<file path="src/periodic_task_scheduler_defines.svh">
// Assertion macros used by the scheduler datapath
`ifndef PERIODIC_TASK_SCHEDULER_DEFINES_SVH
`define PERIODIC_TASK_SCHEDULER_DEFINES_SVH

// same-cycle implication
`define PTS_ASSERT_IMPL(label, clk, rst_n, ante, cons, msg) \
  label: assert property (@(posedge clk) disable iff (!rst_n) (ante) |-> (cons)) \
    else $error(msg);

// next-cycle implication
`define PTS_ASSERT_NEXT(label, clk, rst_n, ante, cons, msg) \
  label: assert property (@(posedge clk) disable iff (!rst_n) (ante) |=> (cons)) \
    else $error(msg);

`endif

</file>
<file path="src/pts_pkg.sv">
// Types, constants and codes of the periodic task scheduler
`default_nettype none

package pts_pkg;

  localparam int unsigned OP_W          = 3;
  localparam int unsigned TASK_ID_W     = 16;
  localparam int unsigned RATE_W        = 8;
  localparam int unsigned KIND_W        = 2;
  localparam int unsigned TICK_W        = 16;
  localparam int unsigned TICK_FREQ_W   = 16;
  localparam int unsigned MAX_TASKS_W   = 4;
  localparam int unsigned CFG_IDX_W     = 1;
  localparam int unsigned CFG_DATA_W    = 16;

  localparam logic [TICK_FREQ_W-1:0] TICK_FREQ_RST = 16'd1000;
  localparam logic [MAX_TASKS_W-1:0] MAX_TASKS_RST = 4'd8;
  localparam logic [TICK_W-1:0]      TICK_MAX      = 16'hFFFF;

  localparam int unsigned DEF_MAX_TASKS = 8;
  localparam int unsigned DEF_ID_BITS   = 16;

  typedef enum logic [OP_W-1:0] {
    OP_TICK       = 3'd0,
    OP_REGISTER   = 3'd1,
    OP_UNREGISTER = 3'd2,
    OP_NOTIFY     = 3'd3,
    OP_BLOCK      = 3'd4
  } op_e;

  typedef enum logic [KIND_W-1:0] {
    KIND_DISPATCH   = 2'd0,
    KIND_REGISTERED = 2'd1,
    KIND_FULL       = 2'd2,
    KIND_NONE_READY = 2'd3
  } kind_e;

  typedef enum logic [CFG_IDX_W-1:0] {
    CFG_TICK_FREQ = 1'd0,
    CFG_MAX_TASKS = 1'd1
  } cfg_e;

  typedef enum logic [1:0] {
    S_IDLE   = 2'd0,
    S_DECODE = 2'd1,
    S_TICK   = 2'd2,
    S_SCAN   = 2'd3
  } state_e;

  typedef struct packed {
    logic load;
    logic exec;
    logic tick_step;
    logic cnt_clr;
    logic emit;
  } cmd_t;

  typedef struct packed {
    op_e  op;
    logic count_zero;
    logic tick_last;
    logic out_free;
    logic scan_last;
  } status_t;

endpackage

`default_nettype wire

</file>
<file path="src/pts_ctrl.sv">
// Sequencing state machine of the periodic task scheduler
`default_nettype none

module pts_ctrl (
  input  logic             clk_i,
  input  logic             rst_ni,
  input  logic             in_valid_i,
  output logic             in_ready_o,
  input  pts_pkg::status_t status_i,
  output pts_pkg::cmd_t    cmd_o
);
  import pts_pkg::*;

  state_e state_q, state_d;

  always_ff @(posedge clk_i or negedge rst_ni) begin
    if (!rst_ni) begin
      state_q <= S_IDLE;
    end else begin
      state_q <= state_d;
    end
  end

  always_comb begin
    state_d = state_q;
    unique case (state_q)
      S_IDLE: begin
        if (in_valid_i) state_d = S_DECODE;
      end
      S_DECODE: begin
        unique case (status_i.op)
          OP_TICK:     state_d = status_i.count_zero ? S_SCAN : S_TICK;
          OP_REGISTER: state_d = status_i.out_free ? S_IDLE : S_DECODE;
          default:     state_d = S_IDLE;
        endcase
      end
      S_TICK: begin
        if (status_i.tick_last) state_d = S_SCAN;
      end
      S_SCAN: begin
        if (status_i.out_free && status_i.scan_last) state_d = S_IDLE;
      end
      default: state_d = S_IDLE;
    endcase
  end

  always_comb begin
    in_ready_o = 1'b0;
    cmd_o      = '0;
    unique case (state_q)
      S_IDLE: begin
        in_ready_o = 1'b1;
        cmd_o.load = in_valid_i;
      end
      S_DECODE: begin
        cmd_o.cnt_clr = 1'b1;
        cmd_o.exec    = (status_i.op == OP_REGISTER) ? status_i.out_free : 1'b1;
      end
      S_TICK: begin
        cmd_o.tick_step = 1'b1;
        cmd_o.cnt_clr   = status_i.tick_last;
      end
      S_SCAN: begin
        cmd_o.emit = status_i.out_free;
      end
      default: begin
        in_ready_o = 1'b0;
      end
    endcase
  end

endmodule

`default_nettype wire

</file>
<file path="src/pts_datapath.sv">
// Task table, tick walk, dispatch scan and result register of the scheduler
`default_nettype none
`include "periodic_task_scheduler_defines.svh"

module pts_datapath #(
  parameter int unsigned MAX_TASKS = pts_pkg::DEF_MAX_TASKS,
  parameter int unsigned ID_BITS   = pts_pkg::DEF_ID_BITS
) (
  input  logic                            clk_i,
  input  logic                            rst_ni,
  input  logic [pts_pkg::OP_W-1:0]        op_i,
  input  logic [pts_pkg::TASK_ID_W-1:0]   task_id_i,
  input  logic [pts_pkg::RATE_W-1:0]      rate_i,
  input  logic                            cfg_valid_i,
  output logic                            cfg_ready_o,
  input  logic [pts_pkg::CFG_IDX_W-1:0]   cfg_index_i,
  input  logic [pts_pkg::CFG_DATA_W-1:0]  cfg_data_i,
  input  pts_pkg::cmd_t                   cmd_i,
  output pts_pkg::status_t                status_o,
  output logic                            out_valid_o,
  input  logic                            out_ready_i,
  output logic [pts_pkg::KIND_W-1:0]      kind_o,
  output logic [pts_pkg::TASK_ID_W-1:0]   task_id_res_o,
  output logic                            last_o
);
  import pts_pkg::*;

  localparam int unsigned CW    = $clog2(MAX_TASKS + 1);
  localparam int unsigned IXW   = (MAX_TASKS > 1) ? $clog2(MAX_TASKS) : 1;
  localparam int unsigned PRODW = TICK_W + RATE_W + 1;

  logic [TICK_FREQ_W-1:0] tick_freq_q;
  logic [MAX_TASKS_W-1:0] max_tasks_q;

  logic [OP_W-1:0]        op_q;
  logic [TASK_ID_W-1:0]   id_q;
  logic [RATE_W-1:0]      rate_q;

  logic [ID_BITS-1:0]     ids_q   [MAX_TASKS];
  logic [RATE_W-1:0]      rates_q [MAX_TASKS];
  logic [TICK_W-1:0]      ticks_q [MAX_TASKS];
  logic [MAX_TASKS-1:0]   ready_q;
  logic [CW-1:0]          count_q;
  logic [ID_BITS-1:0]     next_id_q;
  logic [CW-1:0]          cnt_q;

  logic                   out_valid_q;
  kind_e                  kind_q;
  logic [TASK_ID_W-1:0]   out_id_q;
  logic                   last_q;

  op_e                    op;
  logic [MAX_TASKS-1:0]   match;
  logic                   found;
  logic [IXW-1:0]         pos;
  logic [IXW-1:0]         cidx;
  logic                   reg_ok;
  logic [MAX_TASKS-1:0]   ready_shift;
  logic [MAX_TASKS-1:0]   count_mask;

  logic [IXW-1:0]         ti;
  logic [TICK_W-1:0]      t_cur;
  logic [RATE_W-1:0]      r_cur;
  logic [TICK_W-1:0]      t_new;
  logic [TICK_W:0]        t_inc1;
  logic [PRODW-1:0]       prod;
  logic                   fire;

  logic [MAX_TASKS-1:0]   pending;
  logic [MAX_TASKS-1:0]   pend_rest;
  logic                   any;
  logic [IXW-1:0]         spos;
  logic                   scan_last;
  logic                   out_free;

  assign cfg_ready_o = 1'b1;

  always_comb begin
    op     = op_e'(op_q);
    cidx   = count_q[IXW-1:0];
    reg_ok = (32'(count_q) < 32'(max_tasks_q)) && (32'(count_q) < MAX_TASKS);
    found  = 1'b0;
    pos    = '0;
    for (int j = 0; j < MAX_TASKS; j++) begin
      match[j]      = (j < int'(count_q)) && (32'(ids_q[j]) == 32'(id_q));
      count_mask[j] = (j < int'(count_q));
    end
    for (int j = MAX_TASKS - 1; j >= 0; j--) begin
      if (match[j]) begin
        found = 1'b1;
        pos   = IXW'(j);
      end
    end
    for (int j = 0; j < MAX_TASKS; j++) begin
      if (j < int'(pos)) begin
        ready_shift[j] = ready_q[j];
      end else if (j + 1 < MAX_TASKS) begin
        ready_shift[j] = ready_q[j+1];
      end else begin
        ready_shift[j] = 1'b0;
      end
    end
  end

  // period test: count >= tick_freq / rate  <=>  (count + 1) * rate > tick_freq
  always_comb begin
    ti     = cnt_q[IXW-1:0];
    t_cur  = ticks_q[ti];
    r_cur  = rates_q[ti];
    t_new  = (t_cur == TICK_MAX) ? t_cur : t_cur + 1'b1;
    t_inc1 = (TICK_W + 1)'(t_new) + 1'b1;
    prod   = PRODW'(t_inc1) * PRODW'(r_cur);
    fire   = (r_cur != '0) && (prod > PRODW'(tick_freq_q));
  end

  always_comb begin
    any  = 1'b0;
    spos = '0;
    for (int j = 0; j < MAX_TASKS; j++) begin
      pending[j] = ready_q[j] && (j >= int'(cnt_q)) && (j < int'(count_q));
    end
    for (int j = MAX_TASKS - 1; j >= 0; j--) begin
      if (pending[j]) begin
        any  = 1'b1;
        spos = IXW'(j);
      end
    end
    pend_rest = pending & (pending - 1'b1);
    scan_last = (pend_rest == '0);
    out_free  = !out_valid_q || out_ready_i;
  end

  assign status_o.op         = op;
  assign status_o.count_zero = (count_q == '0);
  assign status_o.tick_last  = (cnt_q == count_q - 1'b1);
  assign status_o.out_free   = out_free;
  assign status_o.scan_last  = scan_last;

  always_ff @(posedge clk_i or negedge rst_ni) begin
    if (!rst_ni) begin
      tick_freq_q <= TICK_FREQ_RST;
      max_tasks_q <= MAX_TASKS_RST;
    end else if (cfg_valid_i) begin
      unique case (cfg_index_i)
        CFG_TICK_FREQ: tick_freq_q <= cfg_data_i[TICK_FREQ_W-1:0];
        CFG_MAX_TASKS: max_tasks_q <= cfg_data_i[MAX_TASKS_W-1:0];
        default: ;
      endcase
    end
  end

  always_ff @(posedge clk_i or negedge rst_ni) begin
    if (!rst_ni) begin
      ready_q     <= '0;
      count_q     <= '0;
      next_id_q   <= '0;
      cnt_q       <= '0;
      out_valid_q <= 1'b0;
    end else begin
      if (cmd_i.exec) begin
        case (op)
          OP_REGISTER: begin
            next_id_q <= next_id_q + 1'b1;
            if (reg_ok) begin
              ready_q[cidx] <= 1'b0;
              count_q       <= count_q + 1'b1;
            end
          end
          OP_UNREGISTER: begin
            if (found) begin
              ready_q <= ready_shift;
              count_q <= count_q - 1'b1;
            end
          end
          OP_NOTIFY: begin
            if (found) ready_q[pos] <= 1'b1;
          end
          OP_BLOCK: begin
            if (found) ready_q[pos] <= 1'b0;
          end
          default: ;
        endcase
      end
      if (cmd_i.tick_step && fire) ready_q[ti] <= 1'b1;
      if (cmd_i.emit && scan_last) ready_q <= '0;

      if (cmd_i.cnt_clr) begin
        cnt_q <= '0;
      end else if (cmd_i.tick_step) begin
        cnt_q <= cnt_q + 1'b1;
      end else if (cmd_i.emit && any) begin
        cnt_q <= CW'(spos) + 1'b1;
      end

      if (cmd_i.emit || (cmd_i.exec && op == OP_REGISTER)) begin
        out_valid_q <= 1'b1;
      end else if (out_ready_i) begin
        out_valid_q <= 1'b0;
      end
    end
  end

  always_ff @(posedge clk_i) begin
    if (cmd_i.load) begin
      op_q   <= op_i;
      id_q   <= task_id_i;
      rate_q <= rate_i;
    end
    if (cmd_i.exec && op == OP_REGISTER && reg_ok) begin
      ids_q[cidx]   <= next_id_q;
      rates_q[cidx] <= rate_q;
      ticks_q[cidx] <= '0;
    end
    if (cmd_i.exec && op == OP_UNREGISTER && found) begin
      for (int j = 0; j < MAX_TASKS - 1; j++) begin
        if (j >= int'(pos)) begin
          ids_q[j]   <= ids_q[j+1];
          rates_q[j] <= rates_q[j+1];
          ticks_q[j] <= ticks_q[j+1];
        end
      end
    end
    if (cmd_i.tick_step) ticks_q[ti] <= fire ? '0 : t_new;

    if (cmd_i.emit) begin
      kind_q   <= any ? KIND_DISPATCH : KIND_NONE_READY;
      out_id_q <= any ? TASK_ID_W'(ids_q[spos]) : '0;
      last_q   <= scan_last;
    end else if (cmd_i.exec && op == OP_REGISTER) begin
      kind_q   <= reg_ok ? KIND_REGISTERED : KIND_FULL;
      out_id_q <= TASK_ID_W'(next_id_q);
      last_q   <= 1'b1;
    end
  end

  assign out_valid_o   = out_valid_q;
  assign kind_o        = kind_q;
  assign task_id_res_o = out_id_q;
  assign last_o        = last_q;

  `PTS_ASSERT_NEXT(a_reg_grows, clk_i, rst_ni, cmd_i.exec && op == OP_REGISTER && reg_ok, count_q == CW'($past(count_q) + 1'b1), "register did not grow the table")
  `PTS_ASSERT_IMPL(a_ready_in_table, clk_i, rst_ni, 1'b1, (ready_q & ~count_mask) == '0, "ready flag set beyond the table")
  `PTS_ASSERT_NEXT(a_last_clears, clk_i, rst_ni, cmd_i.emit && scan_last, ready_q == '0, "ready flags left after the final dispatch")
  `PTS_ASSERT_IMPL(a_walk_in_table, clk_i, rst_ni, cmd_i.tick_step, cnt_q < count_q, "tick walk beyond the table")

endmodule

`default_nettype wire

</file>
<file path="src/periodic_task_scheduler.sv">
// Top level of the periodic task scheduler
//
// Input channel (in_valid_i/in_ready_o) takes one command word: op_i, task_id_i, rate_i.
// Output channel (out_valid_o/out_ready_i) returns result words: kind_o,
// task_id_res_o, last_o; last_o marks the final word of a command.
// Configuration channel (cfg_valid_i/cfg_ready_o) writes tick_freq (index 0) or
// max_tasks (index 1) from cfg_data_i; it is always ready.
// One command is worked on at a time; in_ready_o is high only between commands.
// Register, unregister, notify and block are carried out in the decode state; register
// gives one word, loaded there once the output register is free.
// A tick walks the table entries and then scans for ready tasks: one entry per cycle
// goes through the period multiply and compare, then the scan hands out one ready
// task per cycle while the output register is free.
// The output register holds its word while out_ready_i is low; the scan stalls
// behind it, and a new command is accepted while the final word still waits.
// Reset empties the table, clears all ready flags and the id counter, and sets
// tick_freq to 1000 and max_tasks to 8.
`default_nettype none

module periodic_task_scheduler #(
  parameter int unsigned MAX_TASKS = pts_pkg::DEF_MAX_TASKS,
  parameter int unsigned ID_BITS   = pts_pkg::DEF_ID_BITS
) (
  input  logic                            clk_i,
  input  logic                            rst_ni,
  input  logic                            in_valid_i,
  output logic                            in_ready_o,
  input  logic [pts_pkg::OP_W-1:0]        op_i,
  input  logic [pts_pkg::TASK_ID_W-1:0]   task_id_i,
  input  logic [pts_pkg::RATE_W-1:0]      rate_i,
  output logic                            out_valid_o,
  input  logic                            out_ready_i,
  output logic [pts_pkg::KIND_W-1:0]      kind_o,
  output logic [pts_pkg::TASK_ID_W-1:0]   task_id_res_o,
  output logic                            last_o,
  input  logic                            cfg_valid_i,
  output logic                            cfg_ready_o,
  input  logic [pts_pkg::CFG_IDX_W-1:0]   cfg_index_i,
  input  logic [pts_pkg::CFG_DATA_W-1:0]  cfg_data_i
);
  import pts_pkg::*;

  cmd_t    cmd;
  status_t status;

  pts_ctrl u_ctrl (
    .clk_i      (clk_i),
    .rst_ni     (rst_ni),
    .in_valid_i (in_valid_i),
    .in_ready_o (in_ready_o),
    .status_i   (status),
    .cmd_o      (cmd)
  );

  pts_datapath #(
    .MAX_TASKS (MAX_TASKS),
    .ID_BITS   (ID_BITS)
  ) u_datapath (
    .clk_i         (clk_i),
    .rst_ni        (rst_ni),
    .op_i          (op_i),
    .task_id_i     (task_id_i),
    .rate_i        (rate_i),
    .cfg_valid_i   (cfg_valid_i),
    .cfg_ready_o   (cfg_ready_o),
    .cfg_index_i   (cfg_index_i),
    .cfg_data_i    (cfg_data_i),
    .cmd_i         (cmd),
    .status_o      (status),
    .out_valid_o   (out_valid_o),
    .out_ready_i   (out_ready_i),
    .kind_o        (kind_o),
    .task_id_res_o (task_id_res_o),
    .last_o        (last_o)
  );

endmodule

`default_nettype wire

</file>
<file path="config.mk">
export PLATFORM = sky130hd
export DESIGN_NAME = periodic_task_scheduler
export DESIGN_NICKNAME = d
export VERILOG_FILES = /design/src/pts_pkg.sv /design/src/pts_ctrl.sv /design/src/pts_datapath.sv /design/src/periodic_task_scheduler.sv
export VERILOG_INCLUDE_DIRS = /design/src /design/src/src
export SDC_FILE = /design/constraint.sdc
export NUM_CORES = 1
export LEC_CHECK = 0
export BUFFER_PORTS_ARGS = -buffer_cell sky130_fd_sc_hd__clkbuf_2
export CAP_MARGIN = 10
export CELL_PAD_IN_SITES_DETAIL_PLACEMENT = 0
export CELL_PAD_IN_SITES_GLOBAL_PLACEMENT = 2
export CORE_ASPECT_RATIO = 1.75
export CORE_MARGIN = 2
export CORE_UTILIZATION = 39
export DETAILED_ROUTE_END_ITERATION = 6
export PLACE_DENSITY_LB_ADDON = 0.1
export SETUP_SLACK_MARGIN = 0.5
export SKIP_CTS_REPAIR_TIMING = 1
export SKIP_LAST_GASP = 1
export SYNTH_ARGS = -nofsm -noshare
export SYNTH_HDL_FRONTEND = slang
export SYNTH_SLANG_ARGS = --single-unit
export TNS_END_PERCENT = 100
</file>
<file path="constraint.sdc">
create_clock -name clk_i -period 10 [get_ports clk_i]
set_input_delay 1 -clock clk_i [delete_from_list [all_inputs] [get_ports clk_i]]
set_output_delay 1 -clock clk_i [all_outputs]
set_load 0.02 [all_outputs]
</file>
==> impl_metrics.xml <==
<?xml version="1.0" encoding="UTF-8"?>
<metrics>
  <group name="finish">
    <metric name="layout.cells.most_common" unit="">edfxtp_1</metric>
    <metric name="fin_cells" unit="">3776</metric>
    <metric name="layout_common_cells" unit="">366 x edfxtp_1, 341 x nor2_1, 198 x a21oi_1</metric>
    <metric name="nNetsFinal" unit="">3032</metric>
    <metric name="layout-area-overhead-vs-synth" unit="%">18.1</metric>
    <metric name="layout-drive-gt1-share" unit="%">23.4</metric>
  </group>
  <group name="routing">
    <metric name="first_pass_iters" unit="">7</metric>
    <metric name="post_drt_wl_per_cell" unit="um">27.6</metric>
    <metric name="totalWireLength" unit="um">104000</metric>
    <metric name="dr_total_vias" unit="">22000</metric>
    <metric name="drt.antenna.violating_nets" unit="">0</metric>
    <metric name="routed_via_density" unit="">5.84</metric>
    <metric name="drc_errors" unit="">7</metric>
    <metric name="first_iter_violations" unit="">1729</metric>
  </group>
  <group name="worst_setup_path">
    <metric name="cp_max_fo" unit="">7</metric>
    <metric name="critPathLaunchType" unit="">register</metric>
    <metric name="crit_arrival" unit="ns">10.00</metric>
    <metric name="crit-reg2reg-launch" unit="">u_datapath.cnt_q[0]$_DFFE_PN0P_</metric>
    <metric name="slowest_stage" unit="">fa_2</metric>
    <metric name="ff2ff_setup_slack" unit="ns">0.42</metric>
    <metric name="critical_path.max_stage_delay" unit="ns">0.60</metric>
    <metric name="critical_path_required" unit="ns">10.42</metric>
    <metric name="end_kind" unit="">register</metric>
    <metric name="r2r_cells" unit="">37</metric>
    <metric name="r2r_end" unit="">u_datapath.ticks_q[0][3]$_DFFE_PP_</metric>
    <metric name="worst-setup-path-type" unit="">register to register</metric>
  </group>
  <group name="yosys">
    <metric name="syn_area_per_cell" unit="um^2">10.5</metric>
    <metric name="post_synth_xor_area_fraction" unit="%">5.80</metric>
    <metric name="synth_top_family_by_area" unit="">compound AO/OA/AOI/OAI gates</metric>
    <metric name="post_synth_mux_area_share" unit="%">8.26</metric>
    <metric name="mapped_nets" unit="">2885</metric>
    <metric name="netlist_area" unit="mm^2">0.0281</metric>
    <metric name="ys_seq_elements" unit="">421</metric>
    <metric name="synth-compound-area-share" unit="%">14.0</metric>
    <metric name="synthArstFlopShare" unit="%">13.1</metric>
    <metric name="synth-adder-area-share" unit="%">9.84</metric>
    <metric name="yosysSeqAreaShare" unit="%">44.1</metric>
    <metric name="syn_inst" unit="">2670</metric>
    <metric name="number_of_synthesized_flops_with_an_enable_pin" unit="">366</metric>
    <metric name="yosysWarnings" unit="">0</metric>
    <metric name="synth_simple_gate_area_share" unit="%">13.2</metric>
    <metric name="ys_types" unit="">99</metric>
    <metric name="postSynth.topFlopCell" unit="">edfxtp_1</metric>
  </group>
  <group name="floorplan">
    <metric name="area_enclosed_by_the_die_boundary" unit="mm^2">0.0742</metric>
    <metric name="core_area" unit="mm^2">0.0716</metric>
    <metric name="chipHeight" unit="um">359</metric>
    <metric name="placementRows" unit="">130</metric>
    <metric name="num_io_pins" unit="">71</metric>
    <metric name="chipWidth" unit="um">207</metric>
    <metric name="initial_core_util" unit="%">39.2</metric>
  </group>
  <group name="sta">
    <metric name="setup_slack" unit="ns">0.422</metric>
    <metric name="finalHoldViolCount" unit="">0</metric>
    <metric name="finalWorstPathRequiredPeriod" unit="ns">9.58</metric>
    <metric name="finalSetupViolations" unit="">0</metric>
    <metric name="tightestPinTransition" unit="ns">1.38</metric>
    <metric name="max_freq" unit="MHz">104</metric>
    <metric name="slew_violations" unit="">0</metric>
    <metric name="finalClockSkew" unit="ns">0.0406</metric>
    <metric name="timing.slew.headroom" unit="%">7.71</metric>
    <metric name="whs" unit="ns">0.523</metric>
    <metric name="post-route-period-util" unit="%">95.8</metric>
    <metric name="rsz0062_at_grt" unit="">yes</metric>
  </group>
  <group name="global_routing">
    <metric name="grt_pass1_wl" unit="um">150000</metric>
    <metric name="vias_in_the_first_global_route" unit="">22700</metric>
    <metric name="globalRoute.totalOverflow" unit="">0</metric>
    <metric name="maximum_number_of_pins_on_one_net_before_global_route_repair" unit="">67</metric>
    <metric name="antenna_found_initial" unit="">0</metric>
    <metric name="grtUsageTotal" unit="%">27.7</metric>
  </group>
  <group name="flow_run">
    <metric name="drv.max_cap_violation_count" unit="">0</metric>
  </group>
  <group name="placement">
    <metric name="dp_hpwl" unit="um">74300</metric>
    <metric name="dp.cells" unit="">3651</metric>
    <metric name="pre_cts_ws" unit="ns">-0.213</metric>
    <metric name="port-buffer-count" unit="">69</metric>
    <metric name="place.gp.congestion" unit="">0.915</metric>
  </group>
  <group name="clock_tree">
    <metric name="tritoncts" unit="">done</metric>
    <metric name="cts_htree_levels" unit="">2</metric>
    <metric name="cts.clk_slew.worst_paths" unit="ns">0.06</metric>
    <metric name="clock_latency" unit="ns">0.61</metric>
    <metric name="cts-buffers-inserted" unit="">43</metric>
    <metric name="cts_sinks" unit="">421</metric>
    <metric name="clk_root_buffer_cell" unit="">clkbuf_16</metric>
    <metric name="clk_path_buf_depth" unit="">3</metric>
  </group>
  <group name="min_path">
    <metric name="worstHoldEndpoint" unit="">u_datapath.tick_freq_q[5]$_DFFE_PN1P_</metric>
    <metric name="worstHoldStart" unit="">u_datapath.tick_freq_q[5]$_DFFE_PN1P_</metric>
    <metric name="min_path_type" unit="">register to register</metric>
    <metric name="hold-path-cell-count" unit="">2</metric>
  </group>
  <group name="status">
    <metric name="violations_in_the_final_reports" unit="">DRC</metric>
    <metric name="run_status" unit="">finished with violations</metric>
  </group>
</metrics>
## layer usage
layer  routed length, um  track usage [%]  share of wire, %
met5                   0                0                 0
met4                8440             18.8               8.1
met3                3750             2.19               3.6
met2               55900             51.2                54
met1               35900             29.3                35
## logic make-up (layout without fill, tap and decap cells)
| group | Yosys count | in the layout |
|---|---|---|
| AO/OA/AOI/OAI | 607 | 607 |
| AND/OR/NAND/NOR | 793 | 793 |
| multiplexers | 171 | 171 |
| buffers and inverters | 324 | 505 |
| other | 1 | 2 |
| XOR/XNOR | 186 | 186 |
| adder cells (fa/ha/maj) | 167 | 167 |
| flip-flops | 421 | 421 |
## sequential cells by signal, indices dropped and copies added, names as in the netlist, 4 cells and up, named ones only
signal                    cells
u_datapath.ids_q            128
u_datapath.ticks_q          128
u_datapath.rates_q           64
u_datapath.id_q              16
u_datapath.next_id_q         16
u_datapath.task_id_res_o     16
u_datapath.tick_freq_q       16
u_datapath.rate_q             8
u_datapath.ready_q            8
u_datapath.cnt_q              4
u_datapath.count_q            4
u_datapath.max_tasks_q        4
## worst max-delay path, delay by kind of cell, from the launching register on
| kind | cells | cell delay, ns |
|---|---|---|
| simple gates | 7 | 1.40 |
| xor+xnor | 2 | 0.39 |
| buf+inv | 7 | 0.92 |
| compound gates | 12 | 2.62 |
| flops | 1 | 0.50 |
| mux | 2 | 0.63 |
| fa+ha+maj | 7 | 2.92 |
## metrics by stage
| stage | TNS, ns | area [um^2] | util (%) |
|---|---|---|---|
| finish | 0 | 33100 | 46.3 |
| global route | 0 | 33100 | 46.3 |
| CTS | -11.26 | 31700 | 44.3 |
| detailed placement | -8.85 | 30200 | 42.2 |
| global placement | -2.71 | 30200 | 42.2 |
| floorplan | 0 | 28200 | - |
## Yosys cell counts (7+ instances only)
master     count  share of area, %
nand3_1       41              0.73
nor2_1       346               4.6
o22ai_1        7              0.16
and2_1        24              0.53
mux2_2        66               2.6
a22o_1        13              0.41
nor2b_1       22              0.49
nand2_1      168               2.2
nand2b_1      19              0.42
a211oi_1       7              0.19
buf_1          8              0.11
o211ai_1      13              0.35
o21ai_0      112               2.0
a21o_1        15              0.40
edfxtp_1     366                39
o21a_1        12              0.32
inv_1        167               2.2
a31oi_1       39              0.87
nand4_1       38              0.85
nor4_1        19              0.42
o31ai_1       12              0.32
ha_1          76               3.4
or2_2         34              0.76
a221oi_1      30              0.94
buf_2         20              0.36
mux2i_1       63               2.2
clkbuf_1     113               1.5
dfstp_2        7              0.66
nor3b_1        8              0.21
a22oi_1       17              0.45
and3_1        12              0.27
o22a_1        26              0.81
mux4_2        38               3.0
o2bb2ai_1     14              0.44
nor3_1        29              0.52
xnor2_1      126               3.9
buf_4          8              0.21
xor2_1        60               1.9
dfrtp_1       48               4.3
fa_1          90               6.4
a21oi_1      217               3.9
## final cells by class
type                            count  area (um^2)
Sequential cell                   421        12400
Inverter                          167          627
Antenna cell                        1         2.50
Timing Repair Buffer              259         1980
Fill cell                        6789        38400
Tap cell                          924         1160
Clock inverter                     27          324
Clock buffer                       52         1180
Multi-Input combinational cell   1925        15500
## how the worst max path moves through the flow
stage	from	end	slack (ns)
2_1_floorplan	u_datapath.cnt_q[0]$_DFFE_PN0P_	u_datapath.ticks_q[0][3]$_DFFE_PP_	0.50
3_3_place_gp	u_datapath.cnt_q[0]$_DFFE_PN0P_	u_datapath.ticks_q[0][3]$_DFFE_PP_	-0.08
3_5_place_dp	u_datapath.cnt_q[0]$_DFFE_PN0P_	u_datapath.ticks_q[0][3]$_DFFE_PP_	-0.21
4_1_cts	u_datapath.cnt_q[0]$_DFFE_PN0P_	u_datapath.ticks_q[0][3]$_DFFE_PP_	-0.26
5_1_grt	u_datapath.cnt_q[0]$_DFFE_PN0P_	u_datapath.ticks_q[0][3]$_DFFE_PP_	0.06
6_report	u_datapath.cnt_q[0]$_DFFE_PN0P_	u_datapath.ticks_q[0][3]$_DFFE_PP_	0.42
Power is not shown: default switching activity piles up to over one toggle a cycle in this logic, so the estimate is an artifact.
